`src/length_prefixed_frame_validator_macros.svh`:
```
// Assertion macros shared by the frame validator.
`ifndef LENGTH_PREFIXED_FRAME_VALIDATOR_MACROS_SVH
`define LENGTH_PREFIXED_FRAME_VALIDATOR_MACROS_SVH
// Implication checked on every rising clock edge outside reset.
`define LPFV_ASSERT_IMP(label, clk, rst_n, pre, post, msg) \
    label: assert property (@(posedge clk) disable iff (!rst_n) (pre) |-> (post)) \
        else $error(msg);
// Next-cycle implication checked outside reset.
`define LPFV_ASSERT_NEXT(label, clk, rst_n, pre, post, msg) \
    label: assert property (@(posedge clk) disable iff (!rst_n) (pre) |=> (post)) \
        else $error(msg);
`endif

```
`src/lpfv_pkg.sv`:
```
`timescale 1ns / 1ps
// ---------------------------------------------------------------------------
// Frame validator package
// Result, config and queue types, status codes, field ids, register indexes.
// ---------------------------------------------------------------------------
package lpfv_pkg;
    localparam logic [1:0] ST_OK        = 2'd0;
    localparam logic [1:0] ST_TRUNC     = 2'd1;
    localparam logic [1:0] ST_VERSION   = 2'd2;
    localparam logic [1:0] ST_MALFORMED = 2'd3;

    localparam logic [1:0] FID_URL  = 2'd0;
    localparam logic [1:0] FID_HOST = 2'd1;
    localparam logic [1:0] FID_CTX  = 2'd2;
    localparam logic [1:0] FID_SIG  = 2'd3;

    localparam logic [2:0] REG_VERSION  = 3'd0;
    localparam logic [2:0] REG_MAX_URL  = 3'd1;
    localparam logic [2:0] REG_MAX_HOST = 3'd2;
    localparam logic [2:0] REG_MAX_CTX  = 3'd3;
    localparam logic [2:0] REG_SIG      = 3'd4;
    localparam logic [2:0] REG_MAX_CONT = 3'd5;
    localparam logic [2:0] REG_PLAIN    = 3'd6;
    localparam logic [2:0] REG_SECURE   = 3'd7;

    typedef struct packed {
        logic        is_verdict;
        logic [1:0]  field_id;
        logic [7:0]  field_byte;
        logic [1:0]  status;
        logic [7:0]  rx_version;
        logic [7:0]  content_code;
        logic [31:0] capability_bits;
        logic        is_secure;
        logic        agent_flag;
    } t_result;

    typedef struct packed {
        logic [7:0]  expected_version;
        logic [15:0] max_url;
        logic [15:0] max_host;
        logic [19:0] max_ctx;
        logic [7:0]  sig_bytes;
        logic [7:0]  max_content;
        logic [7:0]  plain_code;
        logic [7:0]  secure_code;
    } t_cfg;

    // Front-to-back queue entry: up to two results caused by one item.
    typedef struct packed {
        logic    has_first;
        t_result first;
        logic    has_second;
        t_result second;
    } t_work;
endpackage

```
`src/length_prefixed_frame_validator.sv`:
```
`timescale 1ns / 1ps
// ---------------------------------------------------------------------------
// Length-prefixed frame validator
// Parses one framed buffer a byte at a time and emits field bytes and a verdict.
// ---------------------------------------------------------------------------
// The input channel takes one buffer byte per item with a last-byte flag.
// The output channel gives tagged string bytes as they arrive and one verdict
// per buffer: ok, truncated, version mismatch or malformed.
// Configuration is to be written by the user through the plain write port
// only while the block is idle; the block itself does not enforce this.
// A byte is taken every cycle while the output keeps up. Its results pass
// through the parser register and then the two-entry queue. A byte causing
// both a field byte and a verdict yields two output items, so the rate is one
// item per cycle while the receiver is ready, bar that single byte per buffer.
// Reset returns the parser to the length header and the registers to their
// defaults. When the receiver stalls, the queue fills and then input ready
// drops; nothing is lost.
// ---------------------------------------------------------------------------
`include "length_prefixed_frame_validator_macros.svh"
module length_prefixed_frame_validator (
    input  logic        i_clk,
    input  logic        i_rst_n,
    input  logic        i_valid,
    output logic        o_ready,
    input  logic [7:0]  i_data_byte,
    input  logic        i_buffer_end,
    output logic        o_valid,
    input  logic        i_ready,
    output logic        o_is_verdict,
    output logic [1:0]  o_field_id,
    output logic [7:0]  o_field_byte,
    output logic [1:0]  o_status,
    output logic [7:0]  o_rx_version,
    output logic [7:0]  o_content_code,
    output logic [31:0] o_capability_bits,
    output logic        o_is_secure,
    output logic        o_agent_flag,
    input  logic        i_cfg_we,
    input  logic [2:0]  i_cfg_index,
    input  logic [19:0] i_cfg_data
);
    lpfv_pkg::t_cfg    r_cfg;
    lpfv_pkg::t_work   work;
    lpfv_pkg::t_result res;
    logic              work_valid, work_ready;

    always_ff @(posedge i_clk) begin
        if (!i_rst_n) begin
            r_cfg.expected_version <= 8'd5;
            r_cfg.max_url <= 16'd16384;
            r_cfg.max_host <= 16'd512;
            r_cfg.max_ctx <= 20'd4096;
            r_cfg.sig_bytes <= 8'd64;
            r_cfg.max_content <= 8'd15;
            r_cfg.plain_code <= 8'd0;
            r_cfg.secure_code <= 8'd1;
        end else if (i_cfg_we) begin
            unique case (i_cfg_index)
                lpfv_pkg::REG_VERSION:  r_cfg.expected_version <= i_cfg_data[7:0];
                lpfv_pkg::REG_MAX_URL:  r_cfg.max_url <= i_cfg_data[15:0];
                lpfv_pkg::REG_MAX_HOST: r_cfg.max_host <= i_cfg_data[15:0];
                lpfv_pkg::REG_MAX_CTX:  r_cfg.max_ctx <= i_cfg_data;
                lpfv_pkg::REG_SIG:      r_cfg.sig_bytes <= i_cfg_data[7:0];
                lpfv_pkg::REG_MAX_CONT: r_cfg.max_content <= i_cfg_data[7:0];
                lpfv_pkg::REG_PLAIN:    r_cfg.plain_code <= i_cfg_data[7:0];
                lpfv_pkg::REG_SECURE:   r_cfg.secure_code <= i_cfg_data[7:0];
                default: begin
                end
            endcase
        end
    end

    lpfv_front u_front (
        .i_clk(i_clk), .i_rst_n(i_rst_n), .i_cfg(r_cfg), .i_valid(i_valid),
        .i_data_byte(i_data_byte), .i_buffer_end(i_buffer_end), .o_ready(o_ready),
        .o_work_valid(work_valid), .o_work(work), .i_work_ready(work_ready)
    );

    lpfv_back u_back (
        .i_clk(i_clk), .i_rst_n(i_rst_n), .i_work_valid(work_valid), .i_work(work),
        .o_work_ready(work_ready), .o_valid(o_valid), .o_result(res), .i_ready(i_ready)
    );

    assign o_is_verdict      = res.is_verdict;
    assign o_field_id        = res.field_id;
    assign o_field_byte      = res.field_byte;
    assign o_status          = res.status;
    assign o_rx_version      = res.rx_version;
    assign o_content_code    = res.content_code;
    assign o_capability_bits = res.capability_bits;
    assign o_is_secure       = res.is_secure;
    assign o_agent_flag      = res.agent_flag;

    `LPFV_ASSERT_IMP(a_verdict_no_field, i_clk, i_rst_n, o_valid && o_is_verdict,
        o_field_id == 2'd0 && o_field_byte == 8'd0, "verdict carries field data")
    `LPFV_ASSERT_IMP(a_trunc_clean, i_clk, i_rst_n,
        o_valid && o_is_verdict && o_status == lpfv_pkg::ST_TRUNC,
        o_rx_version == 8'd0 && o_capability_bits == 32'd0, "truncated verdict not clean")
    `LPFV_ASSERT_NEXT(a_hold_out, i_clk, i_rst_n, o_valid && !i_ready,
        o_valid, "output valid dropped while stalled")
endmodule

```
`src/lpfv_front.sv`:
```
`timescale 1ns / 1ps
// ---------------------------------------------------------------------------
// Frame validator front end
// Parses one byte per cycle unless stalled; produces the results each byte causes.
// ---------------------------------------------------------------------------
module lpfv_front (
    input  logic             i_clk,
    input  logic             i_rst_n,
    input  lpfv_pkg::t_cfg   i_cfg,
    input  logic             i_valid,
    input  logic [7:0]       i_data_byte,
    input  logic             i_buffer_end,
    output logic             o_ready,
    output logic             o_work_valid,
    output lpfv_pkg::t_work  o_work,
    input  logic             i_work_ready
);
    typedef enum logic [3:0] {
        PH_HDR, PH_VER, PH_URL_LEN, PH_URL, PH_HOST_LEN, PH_HOST, PH_CONTENT,
        PH_MASK, PH_SCHEME, PH_AGENT, PH_CTX_LEN, PH_CTX, PH_SIG_LEN, PH_SIG,
        PH_DONE
    } t_phase;

    t_phase      r_phase, n_phase;
    logic [31:0] r_frame_len, n_frame_len;
    logic [32:0] r_seen, n_seen;
    logic [31:0] r_field_len, n_field_len;
    logic [31:0] r_remain, n_remain;
    logic [7:0]  r_version, n_version;
    logic [1:0]  r_error, n_error;
    logic [7:0]  r_content, n_content;
    logic [1:0]  r_shift, n_shift;
    logic        r_secure, n_secure;
    logic        r_agent, n_agent;
    logic        r_ctx, n_ctx;
    logic        r_done, n_done;
    logic [31:0] r_cap, n_cap;

    lpfv_pkg::t_work n_work;
    logic            accept;
    logic [31:0]     word;
    logic [31:0]     limit;
    logic [1:0]      st;
    logic            verdict;
    logic            field_out;
    logic [1:0]      fid;
    logic [31:0]     rem_dec;

    assign o_ready = !o_work_valid || i_work_ready;
    assign accept  = i_valid && o_ready;
    assign word    = {r_field_len[23:0], i_data_byte};
    assign rem_dec = r_remain - 32'd1;

    always_comb begin
        n_phase = r_phase; n_frame_len = r_frame_len; n_seen = r_seen;
        n_field_len = r_field_len; n_remain = r_remain; n_version = r_version;
        n_error = r_error; n_content = r_content; n_shift = r_shift;
        n_secure = r_secure; n_agent = r_agent; n_ctx = r_ctx; n_done = r_done;
        n_cap = r_cap;
        field_out = 1'b0; fid = lpfv_pkg::FID_URL; limit = '0; verdict = 1'b0;
        st = lpfv_pkg::ST_OK; n_work = '0;
        if (!r_done) begin
            n_seen = r_seen + 33'd1;
            if (r_phase == PH_HDR) begin
                n_frame_len = {r_frame_len[23:0], i_data_byte};
                if (r_seen >= 33'd3) n_phase = PH_VER;
            end else if (r_phase == PH_VER) begin
                n_version = i_data_byte;
                if (i_data_byte != i_cfg.expected_version) begin
                    n_error = lpfv_pkg::ST_VERSION; n_phase = PH_DONE;
                end else begin
                    n_phase = PH_URL_LEN; n_shift = '0; n_field_len = '0;
                end
            end else if (r_error == lpfv_pkg::ST_OK) begin
                unique case (r_phase)
                    PH_URL_LEN, PH_HOST_LEN, PH_CTX_LEN: begin
                        n_field_len = word;
                        n_shift = r_shift + 2'd1;
                        if (r_shift == 2'd3) begin
                            n_field_len = '0;
                            if (r_phase == PH_URL_LEN) limit = {16'd0, i_cfg.max_url};
                            else if (r_phase == PH_HOST_LEN) limit = {16'd0, i_cfg.max_host};
                            else limit = {12'd0, i_cfg.max_ctx};
                            if (word > limit) begin
                                n_error = lpfv_pkg::ST_MALFORMED; n_phase = PH_DONE;
                            end else begin
                                if (r_phase == PH_CTX_LEN) n_ctx = word != '0;
                                if (word == '0) begin
                                    n_phase = (r_phase == PH_URL_LEN) ? PH_HOST_LEN
                                            : (r_phase == PH_HOST_LEN) ? PH_CONTENT
                                            : PH_SIG_LEN;
                                end else begin
                                    n_remain = word;
                                    n_phase = (r_phase == PH_URL_LEN) ? PH_URL
                                            : (r_phase == PH_HOST_LEN) ? PH_HOST : PH_CTX;
                                end
                            end
                        end
                    end
                    PH_URL, PH_HOST, PH_CTX, PH_SIG: begin
                        field_out = 1'b1;
                        fid = (r_phase == PH_URL) ? lpfv_pkg::FID_URL
                            : (r_phase == PH_HOST) ? lpfv_pkg::FID_HOST
                            : (r_phase == PH_CTX) ? lpfv_pkg::FID_CTX : lpfv_pkg::FID_SIG;
                        n_remain = rem_dec;
                        if (r_remain == 32'd1) begin
                            if (r_phase == PH_SIG) begin
                                if (!r_ctx) n_error = lpfv_pkg::ST_MALFORMED;
                                n_phase = PH_DONE;
                            end else begin
                                n_shift = '0; n_field_len = '0;
                                n_phase = (r_phase == PH_URL) ? PH_HOST_LEN
                                        : (r_phase == PH_HOST) ? PH_CONTENT : PH_SIG_LEN;
                            end
                        end
                    end
                    PH_CONTENT: begin
                        if (i_data_byte > i_cfg.max_content) begin
                            n_error = lpfv_pkg::ST_MALFORMED; n_phase = PH_DONE;
                        end else begin
                            n_content = i_data_byte; n_phase = PH_MASK;
                            n_shift = '0; n_cap = '0;
                        end
                    end
                    PH_MASK: begin
                        n_cap = {r_cap[23:0], i_data_byte};
                        n_shift = r_shift + 2'd1;
                        if (r_shift == 2'd3) n_phase = PH_SCHEME;
                    end
                    PH_SCHEME: begin
                        if (i_data_byte == i_cfg.plain_code) begin
                            n_secure = 1'b0; n_phase = PH_AGENT;
                        end else if (i_data_byte == i_cfg.secure_code) begin
                            n_secure = 1'b1; n_phase = PH_AGENT;
                        end else begin
                            n_error = lpfv_pkg::ST_MALFORMED; n_phase = PH_DONE;
                        end
                    end
                    PH_AGENT: begin
                        n_agent = i_data_byte != 8'd0; n_phase = PH_CTX_LEN;
                        n_shift = '0; n_field_len = '0;
                    end
                    PH_SIG_LEN: begin
                        if (i_data_byte != 8'd0 && i_data_byte != i_cfg.sig_bytes) begin
                            n_error = lpfv_pkg::ST_MALFORMED; n_phase = PH_DONE;
                        end else if (i_data_byte == 8'd0) begin
                            if (r_ctx) n_error = lpfv_pkg::ST_MALFORMED;
                            n_phase = PH_DONE;
                        end else begin
                            n_remain = {24'd0, i_data_byte}; n_phase = PH_SIG;
                        end
                    end
                    default: begin
                    end
                endcase
            end
            // Frame end reached when seen >= max(5, 4 + L); L is final after byte 4.
            if (n_seen >= 33'd5 && n_seen >= ({1'b0, r_frame_len} + 33'd4))
                verdict = 1'b1;
            if (verdict) begin
                st = (n_error != lpfv_pkg::ST_OK) ? n_error
                   : (n_phase != PH_DONE) ? lpfv_pkg::ST_MALFORMED : lpfv_pkg::ST_OK;
            end else if (i_buffer_end) begin
                verdict = 1'b1; st = lpfv_pkg::ST_TRUNC;
            end
            n_work.has_first = field_out || verdict;
            n_work.has_second = field_out && verdict;
            if (field_out) begin
                n_work.first.field_id = fid;
                n_work.first.field_byte = i_data_byte;
            end
            if (verdict) begin
                n_work.second.is_verdict = 1'b1;
                n_work.second.status = st;
                if (st != lpfv_pkg::ST_TRUNC) n_work.second.rx_version = n_version;
                if (st == lpfv_pkg::ST_OK) begin
                    n_work.second.content_code = n_content;
                    n_work.second.capability_bits = n_cap;
                    n_work.second.is_secure = n_secure;
                    n_work.second.agent_flag = n_agent;
                end
                if (!field_out) n_work.first = n_work.second;
                n_done = 1'b1;
            end
        end
        if ((r_done || verdict) && i_buffer_end) begin
            n_phase = PH_HDR; n_frame_len = '0; n_seen = '0; n_field_len = '0;
            n_remain = '0; n_version = '0; n_error = '0; n_content = '0; n_shift = '0;
            n_secure = 1'b0; n_agent = 1'b0; n_ctx = 1'b0; n_done = 1'b0; n_cap = '0;
        end
    end

    always_ff @(posedge i_clk) begin
        if (!i_rst_n) begin
            r_phase <= PH_HDR; r_frame_len <= '0; r_seen <= '0; r_field_len <= '0;
            r_remain <= '0; r_version <= '0; r_error <= '0; r_content <= '0;
            r_shift <= '0; r_secure <= 1'b0; r_agent <= 1'b0; r_ctx <= 1'b0;
            r_done <= 1'b0; r_cap <= '0; o_work_valid <= 1'b0;
        end else if (accept) begin
            r_phase <= n_phase; r_frame_len <= n_frame_len; r_seen <= n_seen;
            r_field_len <= n_field_len; r_remain <= n_remain; r_version <= n_version;
            r_error <= n_error; r_content <= n_content; r_shift <= n_shift;
            r_secure <= n_secure; r_agent <= n_agent; r_ctx <= n_ctx;
            r_done <= n_done; r_cap <= n_cap;
            o_work_valid <= n_work.has_first;
        end else if (i_work_ready) begin
            o_work_valid <= 1'b0;
        end
    end

    always_ff @(posedge i_clk) begin
        if (accept) o_work <= n_work;
    end
endmodule

```
`src/lpfv_back.sv`:
```
`timescale 1ns / 1ps
// ---------------------------------------------------------------------------
// Frame validator back end
// Two-entry queue of work items, unrolled into one result per output item.
// ---------------------------------------------------------------------------
module lpfv_back (
    input  logic              i_clk,
    input  logic              i_rst_n,
    input  logic              i_work_valid,
    input  lpfv_pkg::t_work   i_work,
    output logic              o_work_ready,
    output logic              o_valid,
    output lpfv_pkg::t_result o_result,
    input  logic              i_ready
);
    lpfv_pkg::t_work r_mem [2];
    logic            r_wr, r_rd;
    logic [1:0]      r_count;
    logic            r_second;
    logic            push, pop;
    lpfv_pkg::t_work head;

    assign head         = r_mem[r_rd];
    assign o_work_ready = r_count != 2'd2;
    assign push         = i_work_valid && o_work_ready;
    assign o_valid      = r_count != 2'd0;
    assign o_result     = r_second ? head.second : head.first;
    assign pop          = o_valid && i_ready && (r_second || !head.has_second);

    always_ff @(posedge i_clk) begin
        if (!i_rst_n) begin
            r_wr <= 1'b0; r_rd <= 1'b0; r_count <= '0; r_second <= 1'b0;
        end else begin
            if (push) r_wr <= !r_wr;
            if (pop) begin
                r_rd <= !r_rd; r_second <= 1'b0;
            end else if (o_valid && i_ready) begin
                r_second <= 1'b1;
            end
            r_count <= r_count + {1'b0, push} - {1'b0, pop};
        end
    end

    always_ff @(posedge i_clk) begin
        if (push) r_mem[r_wr] <= i_work;
    end
endmodule

```
`config.mk`:
```
export PLATFORM = sky130hd
export DESIGN_NAME = length_prefixed_frame_validator
export DESIGN_NICKNAME = d
export VERILOG_FILES = /design/src/lpfv_pkg.sv /design/src/length_prefixed_frame_validator.sv /design/src/lpfv_front.sv /design/src/lpfv_back.sv
export VERILOG_INCLUDE_DIRS = /design/src /design/src/src
export SDC_FILE = /design/constraint.sdc
export NUM_CORES = 1
export LEC_CHECK = 0
export ABC_AREA = 1
export BUFFER_PORTS_ARGS = -buffer_cell sky130_fd_sc_hd__buf_4
export CAP_MARGIN = 10
export CORE_ASPECT_RATIO = 0.7
export CORE_MARGIN = 3
export CORE_UTILIZATION = 35
export CTS_BUF_LIST = sky130_fd_sc_hd__clkbuf_8
export DETAILED_ROUTE_END_ITERATION = 7
export HOLD_SLACK_MARGIN = 0.02
export PLACE_DENSITY = 0.56
export SYNTH_ARGS = -nofsm -noshare
export SYNTH_HDL_FRONTEND = slang
export SYNTH_SLANG_ARGS = --single-unit
```
`constraint.sdc`:
```
create_clock -name i_clk -period 9.6 [get_ports i_clk]
set_input_delay 0.96 -clock i_clk [delete_from_list [all_inputs] [get_ports i_clk]]
set_output_delay 0.96 -clock i_clk [all_outputs]
set_load 0.05 [all_outputs]
```
# After elaboration in Yosys (flattened, before gate mapping)
# Memories as Yosys holds them, arrays and structs flattened. A register that Yosys moved wholly into a read port is not among the register bits.
# Index checks and enable logic that the tools add are counted.
[word_totals]
ram_bits = 236
mem_bits_ro = 0
input_bits = 37
n_memories = 1
output_inout_bits = 65
register_bits = 397
latchBits = 0
[memory_table]
columns = ["memory", "depth", "word_bits", "rd", "rd_ports_with_merged_regs", "wr", "line_no", "rtl"]
rows = [
  ["u_back.r_mem", 2, 118, 1, 1, 1, "lpfv_back.sv:16", "lpfv_pkg::t_work r_mem [2];"],
]
[op_classes]
shift = 0
mul = 0
n_reduce_logical = 56
n_mux = 169
bitwise = 2
n_eq_ne = 42
n_addsub = 6
div = 0
magnitude_cmp = 5
[op_table]
columns = ["cell", "n"]
rows = [
  ["two-way mux 32 bit", 26],
  ["two-way mux 24 bit", 9],
  ["two-way mux 63 bit", 3],
  ["two-way mux 8 bit", 12],
  ["one-hot mux 32 bit (3 select lines)", 1],
  ["two-way mux 4 bit", 23],
  ["two-way mux 2 bit", 38],
  ["one-hot mux 24 bit (3 select lines)", 1],
  ["two-way mux 33 bit", 2],
  ["two-way mux 66 bit", 1],
  ["one-hot mux 32 bit (2 select lines)", 1],
  ["two-way mux 1 bit", 45],
  ["two-way mux 42 bit", 1],
  ["adder 32 x 3 -> 33 bit (second input constant)", 1],
  ["adder 33 x 1 -> 33 bit (second input constant)", 1],
  [">= comparator 33 x 2 -> 1 bit (second input constant)", 1],
  [">= comparator 33 x 3 -> 1 bit (second input constant)", 1],
  [">= comparator 33 bit", 1],
  ["equality test 32 x 1 -> 1 bit (second input constant)", 1],
  ["greater-than comparator 32 bit", 1],
  ["logical NOT 32 bit", 1],
  ["nonzero test 32 bit", 1],
  ["subtractor 32 x 1 -> 32 bit (second input constant)", 1],
  ["one-hot mux 4 bit (7 select lines)", 1],
  ["48 further kinds", 106],
]

# Depth between registers and ports, before layout
[depth]
ltp_word = 28
depth_mapped = 35
depth_no_buf = 34

# Hierarchy
# A second synthesis with hierarchy kept.
[unflattened]
cells_unflattened = 3468
hier_area_um2 = 30983.5
[by_module_without_submodules]
columns = ["module", "area_each_um2", "cells_each", "instances"]
rows = [
  ["lpfv_front", 17702.0, 2289, 1],
  ["lpfv_back", 9654.3, 653, 1],
  ["length_prefixed_frame_validator", 3627.2, 526, 1],
]

# Worst setup path before layout
# OpenSTA, ideal clock, no wires.
[synth_timing]
path_kind = "register -> register"
startpoint = "register u_back.r_count[1]"
endpoint = "memory u_back.r_mem[1][0] (netlist name) (enable)"
path_slack_ps = 3612
path_stages_with_launch = 4
t_arrival_ps = 5392
setup_ps = 596
n_path_buf = 0
required_ps = 9004
cell_sequence = "dfxtp_1 > inv_1 > o21ai_0 > nor2_1"
[synth_between]
elab_chain_len = 4
[synth_rtl]
columns = ["item", "line_no", "rtl"]
rows = [
  ["start, declared", "lpfv_back.sv:18", "logic [1:0] r_count;"],
  ["start signal, assigned", "lpfv_back.sv:40", "r_count <= r_count + {1'b0, push} - {1'b0, pop};"],
  ["!= test 2 bit", "lpfv_back.sv:24", "assign o_work_ready = r_count != 2'd2;"],
  ["logical AND 1 bit", "lpfv_back.sv:25", "assign push = i_work_valid && o_work_ready;"],
  ["two-way mux 1 bit", "lpfv_back.sv:45", "if (push) r_mem[r_wr] <= i_work;"],
  ["two-way mux 1 bit (implied by the code)", "lpfv_back.sv:45", ""],
  ["end, declared", "lpfv_back.sv:16", ""],
]
# No other way between the ends.

# Worst setup path after layout
[layout_timing]
startpoint = "register u_front.r_frame_len[2]"
endpoint = "register u_front.o_work[44] (netlist name) (data pin)"
[layout_between]
elab_chain_len = 9
elab_cells_between_ends = 13
cone_classes = "1 x add/sub; 1 x order compare; 1 x eq/ne; 7 x mux; 1 x bitwise; 2 x reduce/logical"
[layout_rtl]
columns = ["item", "line_no", "rtl"]
rows = [
  ["start, declared", "lpfv_front.sv:25", "logic [31:0] r_frame_len, n_frame_len;"],
  ["start signal, assigned", "lpfv_front.sv:200", "r_phase <= n_phase; r_frame_len <= n_frame_len; r_seen <= n_seen;"],
  ["adder 32 x 3 -> 33 bit (*)", "lpfv_front.sv:158", "if (n_seen >= 33'd5 && n_seen >= ({1'b0, r_frame_len} + 33'd4))"],
  [">= comparator 33 bit (*)", "lpfv_front.sv:158", ""],
  ["logical AND 1 bit (*)", "lpfv_front.sv:158", ""],
  ["two-way mux 1 bit (*)", "lpfv_front.sv:158", ""],
  ["two-way mux 1 bit (*)", "lpfv_front.sv:62", "if (!r_done) begin"],
  ["two-way mux 2 bit or two-way mux 1 bit (tied branches)", "lpfv_front.sv:160", "if (verdict) begin"],
  ["two-way mux 2 bit or two-way mux 1 bit (tied branches)", "lpfv_front.sv:62", ""],
  ["!= test 2 x 1 -> 1 bit or NOT 1 bit (tied branches)", "--", ""],
  ["two-way mux 8 bit or OR reduction 2 bit (tied branches)", "--", ""],
  ["end signal, assigned", "lpfv_front.sv:212", "if (accept) o_work <= n_work;"],
  ["end, declared", "lpfv_front.sv:15", "output lpfv_pkg::t_work o_work,"],
]
# Every way passes the cells marked *; elsewhere a longest branch is shown, timed or not. The select of a mux whose other input is x is not followed.
# A chain may end at the register's enable or synchronous reset.

==> summary.md <==
| Metric | Value |
|---|---|
| RSZ-0062 raised after global routing | false |
| Synth warnings | 0 |
| Clk_lat worst skew | ~750 ps |
| Path depth of the worst reg2reg path | 27 |
| Seq cells post-synth | about 630 |
| CTS Buf Count | a little over 100 |
| Busiest grt layer | met1 |
| Area grow syn2layout | 12.3% |
| Status | complete, no violations |
| Final Hold Vio Count | 0 |
| Hold Path Depth | 0 |
| H-tree depth | 3 |
| Relative slew slack | a little under a fifth |
| Met1 usage in global routing | a little over a quarter |
| Routability cong. | 0.901 |
| Number of I/O port buffers | approximately 100 |
| TritonRoute pass-1 iters | 5 |
| Nets | 3483 |
| Syn_area_per_cell | approximately 9 sq um |
| Worst hold path class | flip-flop to flip-flop |
| Critical Path AT | ~6300 ps |
| Number of distinct library cells after synthesis | 63 |
| # rows | a little under 90 |
| Routed vias | approximately 23000 |
| Syn Inst Count | approximately 3300 |
| Die Span X | around 350 um |
| HPWL after detailed placement | 51800 um |
| Slew at the pin closest to its max-slew limit | 1220 ps |
| Core Region | between 80000 and 90000 sq um |
| Maxcap violations | 0 |
| Power Density | 182 nW/um^2 |
| Vias in the first global route | roughly 22000 |
| Largest net degree at the start of global routing | between 90 and 100 |
| Worst Path Required | between 10000 and 15000 ps |
| Initial cell density of the core | between 30% and 40% |
| Post-synthesis sequential area ratio | 54.8% |
| CP startpoint kind | flip-flop |
| # IOs | around 100 |
| Die height | between 200 and 250 um |
| CTS tree | done |
| Clock slew at reported path FFs | about 60 ps |
| Met2 usage | about a quarter |
| Die area | 87700 sq um |
| R2R setup slack | 3820 ps |
| DRT iter0 DRCs | approximately 2100 |
| Ys flop type | edfxtp_1 |
| Clk_skew | approximately 63 ps |
| Antenna violations before repair | 1 |
| Grt ovf | 0 |
| Final wirelength | roughly 80000 um |
| Crit path time final | 5780 ps |
| Layout cell share with drive strength beyond 1 | under 10% |
| Final setup fails | 0 |
| Post-route ant nets | 0 |
| Synthesized Nets | between 3000 and 4000 |
| Setup TNS | 0 ps |
| Drt wl/cell | ~18 um |
| Postcts setup bufs | 0 |
| Static leakage | roughly 13 nW |
| Peak supply drop | around 110 uV |
| Number of flops mapped to enable cells by yosys | between 300 and 400 |
| Clock sink count | between 600 and 700 |
| Period Utilization, post-route | around three fifths |
| PostCTS Resize Cnt | 0 |
| Critical path class | flip-flop to flip-flop |
| Crit Path Max Fanout | 43 |
| Global-route wire length before repair | 128000 um |
| Clock Path Buffers | 3 |
| Syn Std Cell Area | just under 30000 sq um |
| Cts hold-fix bufs | 0 |
| Global-route usage over all layers | around 18% |
| Vias/cell | slightly above 5 |
| Root Driver | clkbuf_8 |
| Slew Limit Fails | 0 |
| Hold_ws | ~430 ps |
| Grt met3 use | under 10% |
| Maximum clock frequency | roughly 170 MHz |
| Async S/R FF share, synth | 0% |
| Critical Path End Type | flip-flop |
| DRC violations left | 0 |
[synthesized netlist by cell type, types with 5 or more instances]
cell      number  share of area (%)
a211oi_1      20               0.51
a21oi_1      195                3.3
a221oi_1      13               0.39
a31oi_1       15               0.32
buf_1          8               0.10
buf_2         18               0.31
buf_4          7               0.18
buf_6         14               0.54
clkbuf_1     120                1.5
clkbuf_2       5              0.085
clkinv_1       6              0.077
dfxtp_1      280                 19
edfxtp_1     351                 36
ha_1          69                2.9
inv_1        239                3.0
inv_2          5              0.064
nand2_1      526                6.7
nand2_2        6               0.13
nand3_1      112                1.9
nand4_1       82                1.7
nand4_2        9               0.38
nor2_1       593                7.6
nor2_2         9               0.19
nor3_1        41               0.70
nor3_2         7               0.24
nor4_1        11               0.23
o211ai_1       7               0.18
o21ai_0      291                4.9
o21bai_1      18               0.46
o22ai_1      103                2.2
xnor2_1       26               0.77
xor2_1        63                1.9
[registers in the layout, summed over array words and instances (netlist names), 2 cells and up, named ones only]
register	flops
u_front.r_remain	32
u_front.r_cap	32
u_front.r_content	8
r_cfg	92
u_front.r_seen	33
u_front.r_error	2
u_front.r_version	8
u_front.o_work	117
u_front.r_frame_len	32
u_front.r_phase	4
u_front.r_shift	2
u_back.r_count	2
u_back.r_mem	234
u_front.r_field_len	24
[layout by cell type, fill, tap and decap left out, types with 4 or more instances in the layout]
| cell type | synthesis | routed |
|---|---|---|
| clkinvlp_4 | 0 | 4 |
| o21bai_1 | 18 | 18 |
| clkinv_2 | 0 | 15 |
| inv_2 | 5 | 6 |
| o211ai_1 | 7 | 7 |
| nand3b_1 | 4 | 4 |
| nor4_1 | 11 | 11 |
| nand2_1 | 526 | 526 |
| buf_4 | 7 | 128 |
| a21oi_1 | 195 | 195 |
| nor2_1 | 593 | 588 |
| nand3_1 | 112 | 112 |
| nand4_2 | 9 | 9 |
| inv_4 | 2 | 4 |
| nor3_2 | 7 | 7 |
| o21ai_1 | 4 | 4 |
| o22ai_1 | 103 | 103 |
| nand2_2 | 6 | 6 |
| o21ai_0 | 291 | 291 |
| clkinv_1 | 6 | 10 |
| nand4_1 | 82 | 82 |
| ha_1 | 69 | 69 |
| clkbuf_8 | 0 | 113 |
| nor2_2 | 9 | 10 |
| a221oi_1 | 13 | 13 |
| inv_1 | 239 | 279 |
| xnor2_1 | 26 | 26 |
| a211oi_1 | 20 | 20 |
| a31oi_1 | 15 | 15 |
| nor3_1 | 41 | 41 |
| xor2_1 | 63 | 63 |
| nor2_4 | 3 | 7 |
| a21o_1 | 4 | 4 |
| edfxtp_1 | 351 | 351 |
| dfxtp_1 | 280 | 278 |
[per-stage QoR]
step | std cells | setup WS, ps | total power [mW] | instance area, sq um | utilization [%]
after floorplan | 3319 | 3610 | 3.53 | 29400 | -
after CTS | 4587 | 3910 | 6.09 | 33100 | 39.9
after global routing | 4588 | 3240 | 6.28 | 33100 | 39.9
after global placement | 4399 | 4050 | 3.77 | 31000 | 37.4
final | 4588 | 3820 | 6.02 | 33100 | 39.9
after detailed placement | 4399 | 3900 | 3.78 | 31000 | 37.4
[cells by family (layout without fill, tap and decap cells)]
logic type / count (synthesis) / count (layout) / synth area share, %
adders and majority gates: 69 / 69 / 2.93
xor gates and xnor gates: 90 / 90 / 2.70
and+or+nand+nor: 1417 / 1417 / 20.5
AOI/OAI and AO/OA: 687 / 687 / 13.0
other: 0 / 1 / 0
DFF: 631 / 631 / 54.8
buffers and inverters: 425 / 568 / 5.99
[power breakdown]
group / leakage, nW / total (mW) / internal [mW] / switching (mW)
combinational: 5.89 / 0.739 / 0.192 / 0.548
sequential: 5.62 / 2.98 / 2.93 / 0.0496
clock: 1.18 / 2.31 / 1.18 / 1.13
[worst max-delay path, stage by stage (launching register included)]
cell      delay, ps
dfxtp_1         390
ha_1            200
nand2_1         110
nor3_2          220
nand2_1          90
nor2_2          150
nand3_1         130
nor2_1          150
nand3_1         120
nor2_1          150
nand4_1         160
nor3_2          250
nand4_1         150
nor2_1          210
nand3_1         110
xor2_1          160
ha_1            330
nand4_1         130
nor4_1          480
nand3b_1        180
nand4_1         140
nand2_2         140
inv_4           140
nand3_4         560
nand2_1         300
nand2_2         150
nand2_1         140
nor2_1           50
[area by class of cell]
| cell class | count | area (sq um) |
|---|---|---|
| repair buffers | 128 | 961 |
| multi-input cells | 2263 | 11600 |
| well taps | 1125 | 1410 |
| clock inverters | 75 | 464 |
| diodes | 1 | 2.50 |
| fillers | 8313 | 49900 |
| inverters | 252 | 957 |
| flip-flops and latches | 631 | 16200 |
| clock buffers | 113 | 1560 |
[layer usage]
metal	vias up	part of all wire [%]
li1	11500	-
met3	122	6.5
met5	-	0
met1	11000	50
met4	0	2.0
met2	637	42
[final timing paths]
check                         start                   to
max          u_front.r_frame_len[2]   u_front.o_work[44]
min              u_front.o_work[64]  u_back.r_mem[0][54]
max reg2reg  u_front.r_frame_len[2]   u_front.o_work[44]
min reg2reg      u_front.o_work[64]  u_back.r_mem[0][54]
Power figures use the tool's default switching activity.
